`config.mk`:
```
export PLATFORM = sky130hd
export DESIGN_NAME = fir_filter_circular_buffer_flat
export DESIGN_NICKNAME = d
export VERILOG_FILES = /design/src/rtl/core/fcb_pkg.sv /design/src/rtl/core/fcb_if.sv /design/src/rtl/core/fcb_ctrl.sv /design/src/rtl/core/fcb_datapath.sv /design/src/rtl/core/fir_filter_circular_buffer.sv /design/src/flat_wrapper.sv
export SDC_FILE = /design/constraint.sdc
export NUM_CORES = 2
export LEC_CHECK = 0
export ABC_AREA = 1
export CORE_UTILIZATION = 45
export CTS_CLUSTER_DIAMETER = 150
export CTS_CLUSTER_SIZE = 40
export DETAILED_ROUTE_END_ITERATION = 8
export DONT_BUFFER_PORTS = 1
export SETUP_SLACK_MARGIN = 0.2
export SLEW_MARGIN = 20
export SYNTH_ARGS = -nofsm -noshare
export SYNTH_HDL_FRONTEND = slang
export SYNTH_SLANG_ARGS = --single-unit
```
`constraint.sdc`:
```
create_clock -name clock -period 6.9 [get_ports clock]
set_input_delay 0.345 -clock clock [delete_from_list [all_inputs] [get_ports clock]]
set_output_delay 0.345 -clock clock [all_outputs]
set_load 0.02 [all_outputs]
```
`src/rtl/core/fcb_pkg.sv`:
```
// ----------------------------------------------------------------------------
// FIR filter package
// Shared widths, command codes, rounding constants and the command and
// status groups that join the controller to the datapath.
// ----------------------------------------------------------------------------
`default_nettype none

package fcb_pkg;

   // Field widths of the channels and the configuration register.
   localparam int DATA_W     = 16;
   localparam int COEF_IDX_W = 6;
   localparam int TAPS_REG_W = 7;
   localparam int PROD_W     = 2 * DATA_W;
   localparam int ACC_W      = 40;

   // Value of the tap count register after reset.
   localparam logic [TAPS_REG_W-1:0] TAPS_RESET = 7'd64;

   // Item command codes.
   localparam logic CMD_FILTER = 1'b0;
   localparam logic CMD_LOAD   = 1'b1;

   // Rounding from Q2.30 sums to Q1.15: add one half, then shift.
   localparam int RND_SHIFT = 15;
   localparam int RND_W     = ACC_W + 1 - RND_SHIFT;
   localparam logic signed [ACC_W:0]   ROUND_HALF = 41'sd16384;
   localparam logic signed [RND_W-1:0] RND_MAX    = 26'sd32767;
   localparam logic signed [RND_W-1:0] RND_MIN    = -26'sd32768;
   localparam logic signed [DATA_W-1:0] OUT_MAX   = 16'sh7fff;
   localparam logic signed [DATA_W-1:0] OUT_MIN   = 16'sh8000;

   // Commands from the controller to the datapath.
   typedef struct packed {
      logic load_coef;   // write one coefficient from the input item
      logic start;       // store the sample, advance the pointer, clear the sum
      logic issue;       // read one tap pair and step the walk
      logic finish;      // round, saturate and load the output register
   } fcb_cmd_type;

   // Status from the datapath to the controller.
   typedef struct packed {
      logic walk_last;   // the tap being issued is the last one in use
      logic pipe_busy;   // products are still on their way to the sum
      logic out_free;    // the output register can take a new result
   } fcb_status_type;

endpackage : fcb_pkg

`default_nettype wire

```
`src/rtl/core/fcb_if.sv`:
```
// ----------------------------------------------------------------------------
// FIR filter channel interfaces
// Valid/ready channels for request items and response items.
// ----------------------------------------------------------------------------
`default_nettype none

// Request channel: a sample to filter or a coefficient to load.
interface fcb_req_if
   import fcb_pkg::*;
   ();
   logic                     valid;
   logic                     ready;
   logic                     cmd;
   logic [COEF_IDX_W-1:0]    coef_index;
   logic signed [DATA_W-1:0] value;

   modport source (output valid, output cmd, output coef_index, output value,
                   input ready);
   modport sink   (input valid, input cmd, input coef_index, input value,
                   output ready);
endinterface : fcb_req_if

// Response channel: one filtered sample per sample item.
interface fcb_rsp_if
   import fcb_pkg::*;
   ();
   logic                     valid;
   logic                     ready;
   logic signed [DATA_W-1:0] filtered_sample;
   logic                     saturated;

   modport source (output valid, output filtered_sample, output saturated,
                   input ready);
   modport sink   (input valid, input filtered_sample, input saturated,
                   output ready);
endinterface : fcb_rsp_if

`default_nettype wire

```
`src/rtl/core/fcb_ctrl.sv`:
```
// ----------------------------------------------------------------------------
// FIR filter controller
// Sequences one item at a time: accept, walk the taps, drain the
// multiply pipeline and hand the rounded result to the output register.
// ----------------------------------------------------------------------------
`default_nettype none

module fcb_ctrl
   import fcb_pkg::*;
(
   input  wire logic           clock,
   input  wire logic           reset,
   input  wire logic           req_valid,
   input  wire logic           req_cmd,
   output logic                req_ready,
   input  wire fcb_status_type status,
   output fcb_cmd_type         cmd
);

   typedef enum logic [2:0] {
      ST_IDLE  = 3'b001,
      ST_WALK  = 3'b010,
      ST_DRAIN = 3'b100
   } state_type;

   state_type state_ff;
   state_type state_in;
   logic      accept;

   // Items are taken only between sample computations.
   assign req_ready = (state_ff == ST_IDLE);
   assign accept    = req_valid && req_ready;

   // Next state and command decode.
   always_comb begin
      state_in      = state_ff;
      cmd           = '0;
      unique case (state_ff)
         ST_IDLE: begin
            if (accept) begin
               if (req_cmd == CMD_LOAD) begin
                  cmd.load_coef = 1'b1;
               end else begin
                  cmd.start = 1'b1;
                  state_in  = ST_WALK;
               end
            end
         end
         ST_WALK: begin
            cmd.issue = 1'b1;
            if (status.walk_last) begin
               state_in = ST_DRAIN;
            end
         end
         ST_DRAIN: begin
            if (!status.pipe_busy && status.out_free) begin
               cmd.finish = 1'b1;
               state_in   = ST_IDLE;
            end
         end
         default: begin
            state_in = ST_IDLE;
         end
      endcase
   end

   // State register.
   always_ff @(posedge clock) begin
      if (reset) begin
         state_ff <= ST_IDLE;
      end else begin
         state_ff <= state_in;
      end
   end

endmodule : fcb_ctrl

`default_nettype wire

```
`src/rtl/core/fcb_datapath.sv`:
```
// ----------------------------------------------------------------------------
// FIR filter datapath
// Delay line and coefficient memories, ring pointers, one shared
// multiply-accumulate pipeline, rounding and the output register.
// ----------------------------------------------------------------------------
`default_nettype none

module fcb_datapath
   import fcb_pkg::*;
#(
   parameter int TAPS = 64
) (
   input  wire logic                     clock,
   input  wire logic                     reset,
   input  wire fcb_cmd_type              cmd,
   output fcb_status_type                status,
   input  wire logic                     csr_wr_en,
   input  wire logic [TAPS_REG_W-1:0]    csr_wr_data,
   input  wire logic [COEF_IDX_W-1:0]    req_coef_index,
   input  wire logic signed [DATA_W-1:0] req_value,
   output logic                          rsp_valid,
   input  wire logic                     rsp_ready,
   output logic signed [DATA_W-1:0]      rsp_filtered_sample,
   output logic                          rsp_saturated
);

   localparam int PTR_W = (TAPS > 1) ? $clog2(TAPS) : 1;
   localparam int CNT_W = $clog2(TAPS + 1);
   localparam int SUM_W = CNT_W + 1;
   localparam int CMP_W = (CNT_W > TAPS_REG_W) ? CNT_W : TAPS_REG_W;
   localparam int CI_W  = (CNT_W > COEF_IDX_W) ? CNT_W : COEF_IDX_W;

   // Configuration and ring state.
   logic [TAPS_REG_W-1:0] taps_ff;
   logic [PTR_W-1:0]      ptr_ff;
   logic [PTR_W-1:0]      ptr_new;
   logic [CNT_W-1:0]      cnt_ff;
   logic [CNT_W-1:0]      eff_cnt;
   logic [CMP_W-1:0]      taps_wide;
   logic [SUM_W-1:0]      ptr_inc;
   logic [PTR_W-1:0]      idx_ff;
   logic [PTR_W-1:0]      tap_ff;

   // Memories with per-entry valid bits; an unwritten entry reads as zero.
   logic [DATA_W-1:0] smp_mem  [TAPS];
   logic [DATA_W-1:0] coef_mem [TAPS];
   logic [TAPS-1:0]   smp_vld_ff;
   logic [TAPS-1:0]   coef_vld_ff;
   logic [DATA_W-1:0] smp_rd_ff;
   logic [DATA_W-1:0] coef_rd_ff;
   logic              smp_rdv_ff;
   logic              coef_rdv_ff;
   logic              coef_we;
   logic [PTR_W-1:0]  coef_addr;

   // Multiply-accumulate pipeline.
   logic                     s1_vld_ff;
   logic                     s2_vld_ff;
   logic signed [DATA_W-1:0] smp_op;
   logic signed [DATA_W-1:0] coef_op;
   logic signed [PROD_W-1:0] prod_ff;
   logic signed [ACC_W-1:0]  acc_ff;

   // Rounding and output register.
   logic signed [ACC_W:0]       rnd_sum;
   logic signed [RND_W-1:0]     rnd_val;
   logic signed [DATA_W-1:0]    out_val;
   logic                        out_sat;
   logic                        rsp_valid_ff;
   logic signed [DATA_W-1:0]    rsp_sample_ff;
   logic                        rsp_sat_ff;

   // Tap count in use: zero acts as one, anything above the store as TAPS.
   always_comb begin
      taps_wide = CMP_W'(taps_ff);
      if (taps_wide == '0) begin
         eff_cnt = CNT_W'(1);
      end else if (taps_wide > CMP_W'(TAPS)) begin
         eff_cnt = CNT_W'(TAPS);
      end else begin
         eff_cnt = CNT_W'(taps_wide);
      end
   end

   // Next newest position, wrapping once it reaches or passes the count.
   always_comb begin
      ptr_inc = SUM_W'(ptr_ff) + SUM_W'(1);
      if (ptr_inc >= SUM_W'(eff_cnt)) begin
         ptr_new = '0;
      end else begin
         ptr_new = PTR_W'(ptr_inc);
      end
   end

   // Tap count register.
   always_ff @(posedge clock) begin
      if (reset) begin
         taps_ff <= TAPS_RESET;
      end else if (csr_wr_en) begin
         taps_ff <= csr_wr_data;
      end
   end

   // Ring pointer, backward walker and tap counter.
   always_ff @(posedge clock) begin
      if (reset) begin
         ptr_ff <= '0;
      end else if (cmd.start) begin
         ptr_ff <= ptr_new;
      end
   end

   always_ff @(posedge clock) begin
      if (cmd.start) begin
         idx_ff <= ptr_new;
         tap_ff <= '0;
         cnt_ff <= eff_cnt;
      end else if (cmd.issue) begin
         tap_ff <= tap_ff + PTR_W'(1);
         if (idx_ff == '0) begin
            idx_ff <= PTR_W'(cnt_ff - CNT_W'(1));
         end else begin
            idx_ff <= idx_ff - PTR_W'(1);
         end
      end
   end

   // Coefficient loads beyond the store are dropped.
   assign coef_we   = cmd.load_coef && (CI_W'(req_coef_index) < CI_W'(TAPS));
   assign coef_addr = PTR_W'(req_coef_index);

   // Delay line memory.
   always_ff @(posedge clock) begin
      if (cmd.start) begin
         smp_mem[ptr_new] <= req_value;
      end
      if (cmd.issue) begin
         smp_rd_ff <= smp_mem[idx_ff];
      end
   end

   // Coefficient memory.
   always_ff @(posedge clock) begin
      if (coef_we) begin
         coef_mem[coef_addr] <= req_value;
      end
      if (cmd.issue) begin
         coef_rd_ff <= coef_mem[tap_ff];
      end
   end

   // Valid bits, cleared together at reset.
   always_ff @(posedge clock) begin
      if (reset) begin
         smp_vld_ff  <= '0;
         coef_vld_ff <= '0;
      end else begin
         if (cmd.start) begin
            smp_vld_ff[ptr_new] <= 1'b1;
         end
         if (coef_we) begin
            coef_vld_ff[coef_addr] <= 1'b1;
         end
      end
   end

   always_ff @(posedge clock) begin
      if (cmd.issue) begin
         smp_rdv_ff  <= smp_vld_ff[idx_ff];
         coef_rdv_ff <= coef_vld_ff[tap_ff];
      end
   end

   // Multiply stage: one product per cycle, registered before the sum.
   assign smp_op  = smp_rdv_ff  ? $signed(smp_rd_ff)  : '0;
   assign coef_op = coef_rdv_ff ? $signed(coef_rd_ff) : '0;

   always_ff @(posedge clock) begin
      if (s1_vld_ff) begin
         prod_ff <= smp_op * coef_op;
      end
   end

   // Pipeline occupancy.
   always_ff @(posedge clock) begin
      if (reset) begin
         s1_vld_ff <= 1'b0;
         s2_vld_ff <= 1'b0;
      end else begin
         s1_vld_ff <= cmd.issue;
         s2_vld_ff <= s1_vld_ff;
      end
   end

   // Accumulator, wrapping at its width.
   always_ff @(posedge clock) begin
      if (cmd.start) begin
         acc_ff <= '0;
      end else if (s2_vld_ff) begin
         acc_ff <= acc_ff + {{(ACC_W - PROD_W){prod_ff[PROD_W-1]}}, prod_ff};
      end
   end

   // Round half up to Q1.15, then clamp to 16 bits.
   always_comb begin
      rnd_sum = {acc_ff[ACC_W-1], acc_ff} + ROUND_HALF;
      rnd_val = $signed(rnd_sum[ACC_W:RND_SHIFT]);
      if (rnd_val > RND_MAX) begin
         out_val = OUT_MAX;
         out_sat = 1'b1;
      end else if (rnd_val < RND_MIN) begin
         out_val = OUT_MIN;
         out_sat = 1'b1;
      end else begin
         out_val = DATA_W'(rnd_val);
         out_sat = 1'b0;
      end
   end

   // Output register: holds a result until the receiver takes it.
   always_ff @(posedge clock) begin
      if (reset) begin
         rsp_valid_ff <= 1'b0;
      end else if (cmd.finish) begin
         rsp_valid_ff <= 1'b1;
      end else if (rsp_ready) begin
         rsp_valid_ff <= 1'b0;
      end
   end

   always_ff @(posedge clock) begin
      if (cmd.finish) begin
         rsp_sample_ff <= out_val;
         rsp_sat_ff    <= out_sat;
      end
   end

   assign rsp_valid           = rsp_valid_ff;
   assign rsp_filtered_sample = rsp_sample_ff;
   assign rsp_saturated       = rsp_sat_ff;

   // Status back to the controller.
   assign status.walk_last = (SUM_W'(tap_ff) + SUM_W'(1)) == SUM_W'(cnt_ff);
   assign status.pipe_busy = s1_vld_ff || s2_vld_ff;
   assign status.out_free  = !rsp_valid_ff || rsp_ready;

   // The result is taken only once every product has reached the sum.
   a_finish_drained: assert property (@(posedge clock) disable iff (reset)
      cmd.finish |-> !s1_vld_ff && !s2_vld_ff)
      else $error("result formed while products were still in flight");

   // A new result never overwrites one the receiver has not taken.
   a_finish_free: assert property (@(posedge clock) disable iff (reset)
      cmd.finish |-> (!rsp_valid_ff || rsp_ready))
      else $error("output register overwritten before it was taken");

   // The walk stays within the taps in use.
   a_issue_range: assert property (@(posedge clock) disable iff (reset)
      cmd.issue |-> (SUM_W'(tap_ff) < SUM_W'(cnt_ff)) &&
                    (SUM_W'(idx_ff) < SUM_W'(cnt_ff)))
      else $error("tap walk left the ring in use");

   // After a start, the newest position lies within the tap count in use.
   a_ptr_range: assert property (@(posedge clock) disable iff (reset)
      cmd.start |=> SUM_W'(ptr_ff) < SUM_W'(cnt_ff))
      else $error("newest pointer beyond the tap count");

endmodule : fcb_datapath

`default_nettype wire

```
`src/rtl/core/fir_filter_circular_buffer.sv`:
```
// ----------------------------------------------------------------------------
// FIR filter over a circular delay line
// Direct-form Q1.15 FIR filter with a run-time tap count and loadable
// coefficients, built as a controller and a multiply-accumulate datapath.
// ----------------------------------------------------------------------------
// Usage:
// Request items arrive on req_if. With cmd set to filter, the value is a new
// sample; the block stores it in the ring and returns one response item on
// rsp_if carrying the rounded, saturated filter output and a saturation flag.
// With cmd set to load, the value is written as the coefficient at
// coef_index (indices at or beyond TAPS are dropped) and no response follows.
// The tap count is written through csr_wr_en/csr_wr_data while idle.
// A load is written at the edge that accepts it. A sample is stored in the ring
// at the accepting edge; then one tap per cycle goes through the single shared
// multiplier, the read and multiply stages drain and the sum is rounded into
// the output register. No new item is taken while a sample is being filtered.
// Reset clears the delay line, the coefficients and the ring pointer at once
// and sets the tap count to 64. A stalled receiver holds the response in the
// output register; the next request may still be accepted, and only its
// rounding step waits until the held response has been taken.
// ----------------------------------------------------------------------------
`default_nettype none

module fir_filter_circular_buffer
   import fcb_pkg::*;
#(
   parameter int TAPS = 64
) (
   input  wire logic                  clock,
   input  wire logic                  reset,
   input  wire logic                  csr_wr_en,
   input  wire logic [TAPS_REG_W-1:0] csr_wr_data,
   fcb_req_if.sink                    req_if,
   fcb_rsp_if.source                  rsp_if
);

   fcb_cmd_type    cmd;
   fcb_status_type status;
   logic           req_ready;

   assign req_if.ready = req_ready;

   // Item sequencing.
   fcb_ctrl u_ctrl (
      .clock     (clock),
      .reset     (reset),
      .req_valid (req_if.valid),
      .req_cmd   (req_if.cmd),
      .req_ready (req_ready),
      .status    (status),
      .cmd       (cmd)
   );

   // Storage, arithmetic and output register.
   fcb_datapath #(
      .TAPS (TAPS)
   ) u_datapath (
      .clock               (clock),
      .reset               (reset),
      .cmd                 (cmd),
      .status              (status),
      .csr_wr_en           (csr_wr_en),
      .csr_wr_data         (csr_wr_data),
      .req_coef_index      (req_if.coef_index),
      .req_value           (req_if.value),
      .rsp_valid           (rsp_if.valid),
      .rsp_ready           (rsp_if.ready),
      .rsp_filtered_sample (rsp_if.filtered_sample),
      .rsp_saturated       (rsp_if.saturated)
   );

endmodule : fir_filter_circular_buffer

`default_nettype wire

```
`src/flat_wrapper.sv`:
```
// flat-port wrapper written by rule: the top's interface ports become plain ports
module fir_filter_circular_buffer_flat import fcb_pkg::*;
#(
   parameter int TAPS = 64
)
  (clock, reset, csr_wr_en, csr_wr_data, req_if_valid, req_if_cmd, req_if_coef_index, req_if_value, req_if_ready, rsp_if_valid, rsp_if_filtered_sample, rsp_if_saturated, rsp_if_ready);
  fcb_req_if req_if_i ();
  fcb_rsp_if rsp_if_i ();
  input  wire logic clock;
  input  wire logic reset;
  input  wire logic csr_wr_en;
  input  wire logic [TAPS_REG_W-1:0] csr_wr_data;
  input wire logic [$bits(req_if_i.valid)-1:0] req_if_valid;
  input wire logic [$bits(req_if_i.cmd)-1:0] req_if_cmd;
  input wire logic [$bits(req_if_i.coef_index)-1:0] req_if_coef_index;
  input wire logic [$bits(req_if_i.value)-1:0] req_if_value;
  output wire logic [$bits(req_if_i.ready)-1:0] req_if_ready;
  output wire logic [$bits(rsp_if_i.valid)-1:0] rsp_if_valid;
  output wire logic [$bits(rsp_if_i.filtered_sample)-1:0] rsp_if_filtered_sample;
  output wire logic [$bits(rsp_if_i.saturated)-1:0] rsp_if_saturated;
  input wire logic [$bits(rsp_if_i.ready)-1:0] rsp_if_ready;
  assign req_if_i.valid = req_if_valid;
  assign req_if_i.cmd = req_if_cmd;
  assign req_if_i.coef_index = req_if_coef_index;
  assign req_if_i.value = req_if_value;
  assign req_if_ready = req_if_i.ready;
  assign rsp_if_valid = rsp_if_i.valid;
  assign rsp_if_filtered_sample = rsp_if_i.filtered_sample;
  assign rsp_if_saturated = rsp_if_i.saturated;
  assign rsp_if_i.ready = rsp_if_ready;
  fir_filter_circular_buffer #(.TAPS(TAPS)) u_core (.clock(clock), .reset(reset), .csr_wr_en(csr_wr_en), .csr_wr_data(csr_wr_data), .req_if(req_if_i), .rsp_if(rsp_if_i));
endmodule
```
# Yosys cells after proc, flatten, opt, wreduce, memory -nomap -nowiden
# Memory sizes are Yosys's and may differ from the RTL's. A register that Yosys moved wholly into a read port is not among the register bits.
# Cells that the tools add are included.
word_totals:
  ramBits: 2048
  word_cells: 96
  inputBits: 35
  memories: 2
  reg_bits: 257
mem_list:
  columns: ["memory", "depth", "width", "read_ports", "rd_ports_with_merged_regs", "write_ports", "line_no", "text"]
  rows:
  - ["u_core.u_datapath.coef_mem", 64, 16, 1, 1, 1, "fcb_datapath.sv:46", "logic [DATA_W-1:0] coef_mem [TAPS];"]
  - ["u_core.u_datapath.smp_mem", 64, 16, 1, 1, 1, "fcb_datapath.sv:45", "logic [DATA_W-1:0] smp_mem [TAPS];"]
classes:
  magnitude_cmp: 10
  n_mux: 36
  eq_ne: 8
  bitwise_logic: 2
  n_mul: 1
  reduce_logical: 13
  n_addsub: 7
op_table:
  columns: ["cell", "count"]
  rows:
  - ["64-bit bitwise OR", 2]
  - ["16-bit two-way mux", 3]
  - ["40-bit by 16-bit adder with 41-bit output, second input constant", 1]
  - ["40-bit adder", 1]
  - ["16-bit by 16-bit multiplier with 32-bit output", 1]
  - ["6-bit by 7-bit less-than comparator with 1-bit output, second input constant", 4]
  - ["26-bit by 16-bit > comparator with 1-bit output, second input constant", 1]
  - ["26-bit by 16-bit less-than comparator with 1-bit output, second input constant", 1]
  - ["6-bit two-way mux", 4]
  - ["1-bit two-way mux", 16]
  - ["6-bit by 1-bit adder with 7-bit output, second input constant", 2]
  - ["7-bit two-way mux", 2]
  - ["1-bit binary-select mux with 6-bit select", 2]
  - ["1-bit demux with 6-bit select", 2]
  - ["6-bit by 1-bit greater-or-equal comparator with 1-bit output, second input constant", 2]
  - ["3-bit two-way mux", 4]
  - ["6-bit by 1-bit subtractor with 6-bit output, second input constant", 2]
  - ["3-bit case mux with 3 select lines", 1]
  - ["7-bit == test", 1]
  - ["7-bit greater-or-equal comparator", 1]
  - ["7-bit > comparator, second input constant", 1]
  - ["7-bit logical NOT", 1]
  - ["6-bit by 1-bit adder with 6-bit output, second input constant", 1]
  - ["6-bit logical NOT", 1]
  - ["11 further kinds", 20]

# Depth between registers and ports, before layout
depth:
  depth_word: 10
  depth_mapped: 28
  mapped_depth_nobuf: 26

# By module
# From an unflattened synthesis, not the netlist that was laid out.
hier_totals:
  cells_unflattened: 9367
  hier_area_um2: 105377.3
by_module_without_submodules:
  columns: ["mod", "n_inst", "seq_area_each_um2", "cells_per_inst", "area_per_inst_um2"]
  rows:
  - ["fcb_datapath", 1, 68185.4, 9333, 105165.9]
  - ["fcb_ctrl", 1, 60.1, 34, 211.5]

# Worst setup path after synthesis
# No wires, ideal clock.
synth_path:
  path_type: "register to register"
  from: "register u_core.u_datapath.coef_rdv_ff"
  to: "register u_core.u_datapath.prod_ff[31], data pin"
  path_stages_with_launch: 23
  required_time_ps: 6644
  t_arrival_ps: 5790
  setup_time_ps: 256
  synth_period_minus_slack_ps: 6045
  path_slack_ps: 855
  path_cell_list: "edfxtp_1 clkbuf_1 clkbuf_1 nand2_1 nor2_1 fa_1 fa_1 inv_1 fa_1 fa_1 fa_1 fa_1 inv_1 ha_1 nand2_1 nor2_1 inv_1 nor2_1 inv_1 o211ai_1 nor2_1 nand2b_1 nand2_1"
synth_via:
  elab_chain_len: 2
synth_lines:
  columns: ["item", "line_no", "text"]
  rows:
  - ["start: declaration", "fcb_datapath.sv:52", "logic coef_rdv_ff;"]
  - ["start signal: assignment", "fcb_datapath.sv:170", "coef_rdv_ff <= coef_vld_ff[tap_ff];"]
  - ["16-bit two-way mux", "fcb_datapath.sv:176", "assign coef_op = coef_rdv_ff ? $signed(coef_rd_ff) : '0;"]
  - ["16-bit by 16-bit multiplier with 32-bit output", "fcb_datapath.sv:180", "prod_ff <= smp_op * coef_op;"]
  - ["end signal: assignment", "fcb_datapath.sv:180", null]
  - ["end: declaration", "fcb_datapath.sv:61", "logic signed [PROD_W-1:0] prod_ff;"]
# Every way passes these cells.
# A chain may end at the register's enable or synchronous reset.

# Worst setup path in the final report
layout_path:
  from: "register u_core.u_datapath.smp_rdv_ff"
  to: "register u_core.u_datapath.prod_ff[24], data pin"
layout_via:
  elab_chain_len: 2
layout_lines:
  columns: ["item", "line_no", "text"]
  rows:
  - ["start: declaration", "fcb_datapath.sv:51", "logic smp_rdv_ff;"]
  - ["start signal: assignment", "fcb_datapath.sv:169", "smp_rdv_ff <= smp_vld_ff[idx_ff];"]
  - ["16-bit two-way mux", "fcb_datapath.sv:175", "assign smp_op = smp_rdv_ff ? $signed(smp_rd_ff) : '0;"]
  - ["16-bit by 16-bit multiplier with 32-bit output", "fcb_datapath.sv:180", null]
# Every way passes these cells.

==> impl.org <==
** Synth
- Counting every net in the synthesized netlist gives a little under 10000.
- Yosys mapped the design onto 51 distinct sky130hd cell types.
- Multiplexer share of the synthesized area :: 0%
- Of the total synthesized cell area, the portion taken by full adders, half adders and majority gates is 6.59%.
- Synthesis inferred 2337 register bits.
- The cell area that synthesis handed to floorplanning was 0.105 sq mm.
- Gate count of the mapped netlist :: 9299
- Simple logic cell fraction of the synthesized area :: 11.4%
- After Yosys synthesis, XOR and XNOR cells account for 0.590% of the synthesized area.
- Post-synthesis compound-gate area fraction :: roughly an eighth
- Averaged over all synthesized cells, the footprint is 11.3 sq um.
- Fraction of the yosys area taken by sequential cells :: roughly two thirds
- By area, the combinational part of the netlist is dominated by compound AO/OA/AOI/OAI gates.
- Synthesis Warnings :: 0

** Routing
- Post-detailed-route count of antenna-violating nets :: 0
- For this block, the initial DRC count from the detailed router was 8042.
- Post-detailed-route wirelength per cell :: approximately 25 um
- Via Count :: 70700
- For this run, design rule violations remaining after detail routing come to 0.
- For this block, the routed nets add up to 304000 um of wire.
- For this run, the detailed router's first-pass iteration total came to 6.
- Ratio of routed vias to standard cells :: between 5 and 6

** Placed design
- After detailed placement, the total cell area comes to 0.108 sq mm.
- At the end of routability-driven placement, the weighted congestion stood at around 0.91.
- Placed wire-length estimate :: 179000 um
- Count of buffers inserted at the top-level ports :: 0

** Critical path
- The endpoint identified for the worst register-to-register timing path is u_core.u_datapath.prod_ff[24].
- For the worst flop-to-flop path, the logic depth is 21.
- The critical path is of the flip-flop to flip-flop type.
- The worst setup path is captured at a flip-flop.
- Reg-to-reg slack, setup :: 430 ps
- The startpoint identified for the worst register-to-register timing path is u_core.u_datapath.smp_rdv_ff.
- Data arrives at the worst endpoint at ~7000 ps.
- The worst setup path is launched from a flip-flop.
- Of all nets on the critical path, the largest fanout is 10.
- Required time worst endpoint :: 7480 ps

** Global route
- Entering global routing, the biggest net connects 188 pins.
- Gr ovfl total :: 0
- The via count of the first global-routing pass was 67400.
- The initial antenna violation count came to 4.
- Global routing used 25.3% of the available tracks across all layers.
- The first global-routing pass estimated 447000 um of wire.

** STA
- Period minus WS final :: approximately 6500 ps
- The worst pin sits at a relative slew slack of between 20% and 30%.
- Worst clock skew :: 56.3 ps
- Derived from the worst setup path, the maximum achievable clock frequency is approximately 150 MHz.
- For the pin with the worst max-slew slack, the measured transition is 1140 ps.
- Portion of the clock cycle consumed by the worst path in the final layout :: 93.8%
- After routing, the total negative slack on setup checks comes to 0 ps.
- Setup repair after global routing missed its margin :: true
- The number of max-slew violations in the final report is 0.
- Final hold analysis gives a worst-case slack of -31.0 ps.
- Setup-violating endpoint count in the final report :: 0
- The hold violation total from the final report is 38.

** Layout
- Number of nets at the end of the flow :: 9512
- Core occupancy in the finished layout :: 48.2%
- Finished Cell Area :: 0.111 sq mm
- Ratio of cells with drive above 1 in the final layout :: 4.03%
- Leaving out fill and tap cells, the most frequent cell in the layout is sky130_fd_sc_hd__edfxtp_1.
- Most used cells in the layout excluding fill and tap cells :: sky130_fd_sc_hd__edfxtp_1, sky130_fd_sc_hd__nor2_1, sky130_fd_sc_hd__o21ai_0
- Relative to the synthesized area, the layout overhead comes to 6.09%.
- Counting the fill cells in the layout gives about 20000.

** Pwr
- Maximum resistive drop on vdd :: 0.000284 V
- P per Cell Area :: 238 mW/mm^2
- Final Power :: 26.5 mW
- For this design the static power due to leakage is 39.4 nW.

** Die
- The die covers 0.235 sq mm.
- Die Width :: approximately 480 um
- Boundary Pins :: 54
- Initial cell density of the core :: 45.5%
- Measured along the y axis, the die boundary spans slightly below 500 um.
- After floorplanning, the core was divided into between 150 and 200 placement rows.
- Core area :: 0.231 sq mm

** Clock network
- CTS H-tree lvls :: 3
- Cell at the root of the clock tree :: sky130_fd_sc_hd__clkbuf_16
- No sink is reached through more buffers than the 3 on the longest clock path.
- TritonCTS buffer count :: 69
- TritonCTS built the clock tree.
- Insertion delay to the later sink of the worst-skew pair :: 840 ps
- Clock input transition at the sequential cells of the worst setup and hold paths :: 150 ps
- Clock sink total :: 2337

** Outcome
- Outcome :: complete, but fails checks
- Failing checks :: hold timing

** Run
- Total of max-cap violations :: 0

** Worst hold path
- Beginning of the worst hold path :: req_if_value[0]
- Worst min-delay path class :: primary input to flip-flop
- The worst hold path terminates at u_core.u_datapath.smp_mem[23][0].
- Worst Hold Path Cells :: 1
-- state kept, by name, indices dropped and copies added, names as in the netlist, 16 cells and up --
signal                                 cells
u_core.u_datapath.coef_mem              1024
u_core.u_datapath.smp_mem               1024
u_core.u_datapath.coef_vld_ff             64
u_core.u_datapath.smp_vld_ff              64
u_core.u_datapath.acc_ff                  40
u_core.u_datapath.prod_ff                 32
u_core.u_datapath.coef_rd_ff              16
u_core.u_datapath.rsp_filtered_sample     16
u_core.u_datapath.smp_rd_ff               16
-- logic make-up (layout without fill, tap and decap cells) --
group / after synthesis / in the layout
flops: 2337 / 2337
other cells: 0 / 2
compound gates: 2254 / 2254
simple gates: 3020 / 3020
fa+ha+maj: 395 / 395
buf+inv: 1224 / 1064
xor+xnor: 69 / 69
-- cell usage after synthesis, drive strengths merged --
| library cell | count | share of area, % |
|---|---|---|
| edfxtp | 2144 | 61 |
| nor2 | 1695 | 6.1 |
| o21ai | 1358 | 6.5 |
| nand2 | 959 | 3.4 |
| inv | 694 | 2.5 |
| o22ai | 413 | 2.5 |
| clkbuf | 371 | 1.3 |
| nand3 | 297 | 1.4 |
| a21oi | 273 | 1.3 |
| fa | 263 | 5.0 |
| dfxtp | 193 | 3.7 |
| buf | 150 | 0.68 |
| ha | 132 | 1.6 |
| o221ai | 122 | 1.0 |
| xor2 | 45 | 0.39 |
| o211ai | 43 | 0.31 |
| nor3 | 31 | 0.16 |
| nand4 | 26 | 0.16 |
| o21bai | 25 | 0.18 |
| xnor2 | 24 | 0.20 |
| clkinv | 9 | 0.032 |
| a31oi | 5 | 0.030 |
| nand3b | 5 | 0.036 |
| a21o | 4 | 0.029 |
| or2 | 4 | 0.024 |
| a211oi | 2 | 0.014 |
| a21boi | 2 | 0.014 |
| o311ai | 2 | 0.017 |
| a22oi | 1 | 0.0072 |
| a31o | 1 | 0.0083 |
| and2 | 1 | 0.0060 |
| nand2b | 1 | 0.0060 |
| nor4 | 1 | 0.0060 |
| o2111ai | 1 | 0.0083 |
| o21a | 1 | 0.0072 |
| o31ai | 1 | 0.0072 |
-- worst max-delay path by stage --
stage / from / end / depth (start not counted)
finish: u_core.u_datapath.smp_rdv_ff / u_core.u_datapath.prod_ff[24] / 21
global route: u_core.u_datapath.coef_rdv_ff / u_core.u_datapath.prod_ff[24] / 23
detailed placement: u_core.u_datapath.smp_rdv_ff / u_core.u_datapath.prod_ff[24] / 20
global placement: u_core.u_datapath.smp_rdv_ff / u_core.u_datapath.prod_ff[24] / 21
CTS: u_core.u_datapath.smp_rdv_ff / u_core.u_datapath.prod_ff[24] / 21
floorplan: u_core.u_datapath.coef_rdv_ff / u_core.u_datapath.prod_ff[31] / 22
-- final cells by class --
| cell class | instances | area (sq um) | area share [%] |
|---|---|---|---|
| sequential | 2337 | 68300 | 61.3 |
| multi-input combinational | 5738 | 32100 | 28.8 |
| tap | 3026 | 3790 | 3.40 |
| inverter | 703 | 2680 | 2.41 |
| timing repair buffer | 233 | 2380 | 2.14 |
| clock buffer | 117 | 1930 | 1.73 |
| clock inverter | 11 | 189 | 0.170 |
| antenna | 2 | 5.00 | 0.00450 |
-- through the flow --
step           cells  setup slack, ps
2_1_floorplan   9299              855
3_3_place_gp   12000             93.8
3_5_place_dp   12000              103
4_1_cts        12200              207
5_1_grt        12200              156
6_report       12200              427
-- critical path: stages (launching register included) --
cell and delay, ps:
sky130_fd_sc_hd__edfxtp_1 570, sky130_fd_sc_hd__nand2_1 290, sky130_fd_sc_hd__clkinv_1 440, sky130_fd_sc_hd__nand2_1 230, sky130_fd_sc_hd__fa_1 480, sky130_fd_sc_hd__fa_1 470, sky130_fd_sc_hd__fa_1 560, sky130_fd_sc_hd__inv_1 60
sky130_fd_sc_hd__fa_1 490, sky130_fd_sc_hd__fa_1 490, sky130_fd_sc_hd__inv_1 50, sky130_fd_sc_hd__fa_1 480, sky130_fd_sc_hd__inv_1 40, sky130_fd_sc_hd__ha_1 370, sky130_fd_sc_hd__nand2_1 130, sky130_fd_sc_hd__inv_1 120
sky130_fd_sc_hd__nand2_1 140, sky130_fd_sc_hd__nor2_1 220, sky130_fd_sc_hd__nand4_1 130, sky130_fd_sc_hd__nand3_1 210, sky130_fd_sc_hd__a21oi_1 130, sky130_fd_sc_hd__xnor2_1 140
-- what timing repair did --
item,4_1_cts,5_1_grt
hold buffers,31,1
cloned,0,0
endpoints found under the setup margin,1,8
resized for setup,2,4
buffers inserted,0,4
endpoints found under the hold margin,2147,8
-- routing by layer --
| metal | wire, um | global-route usage, % |
|---|---|---|
| met4 | 9550 | 8.00 |
| met3 | 21100 | 3.15 |
| met5 | 9 | 0 |
| met2 | 146000 | 41.6 |
| met1 | 127000 | 35.1 |
-- power by group --
| group | internal [mW] | total, mW | switching (mW) |
|---|---|---|---|
| clock network | 2.05 | 6.24 | 4.20 |
| logic | 1.24 | 4.67 | 3.43 |
| registers | 15.5 | 15.6 | 0.0786 |
Power figures use the tool's default switching activity.
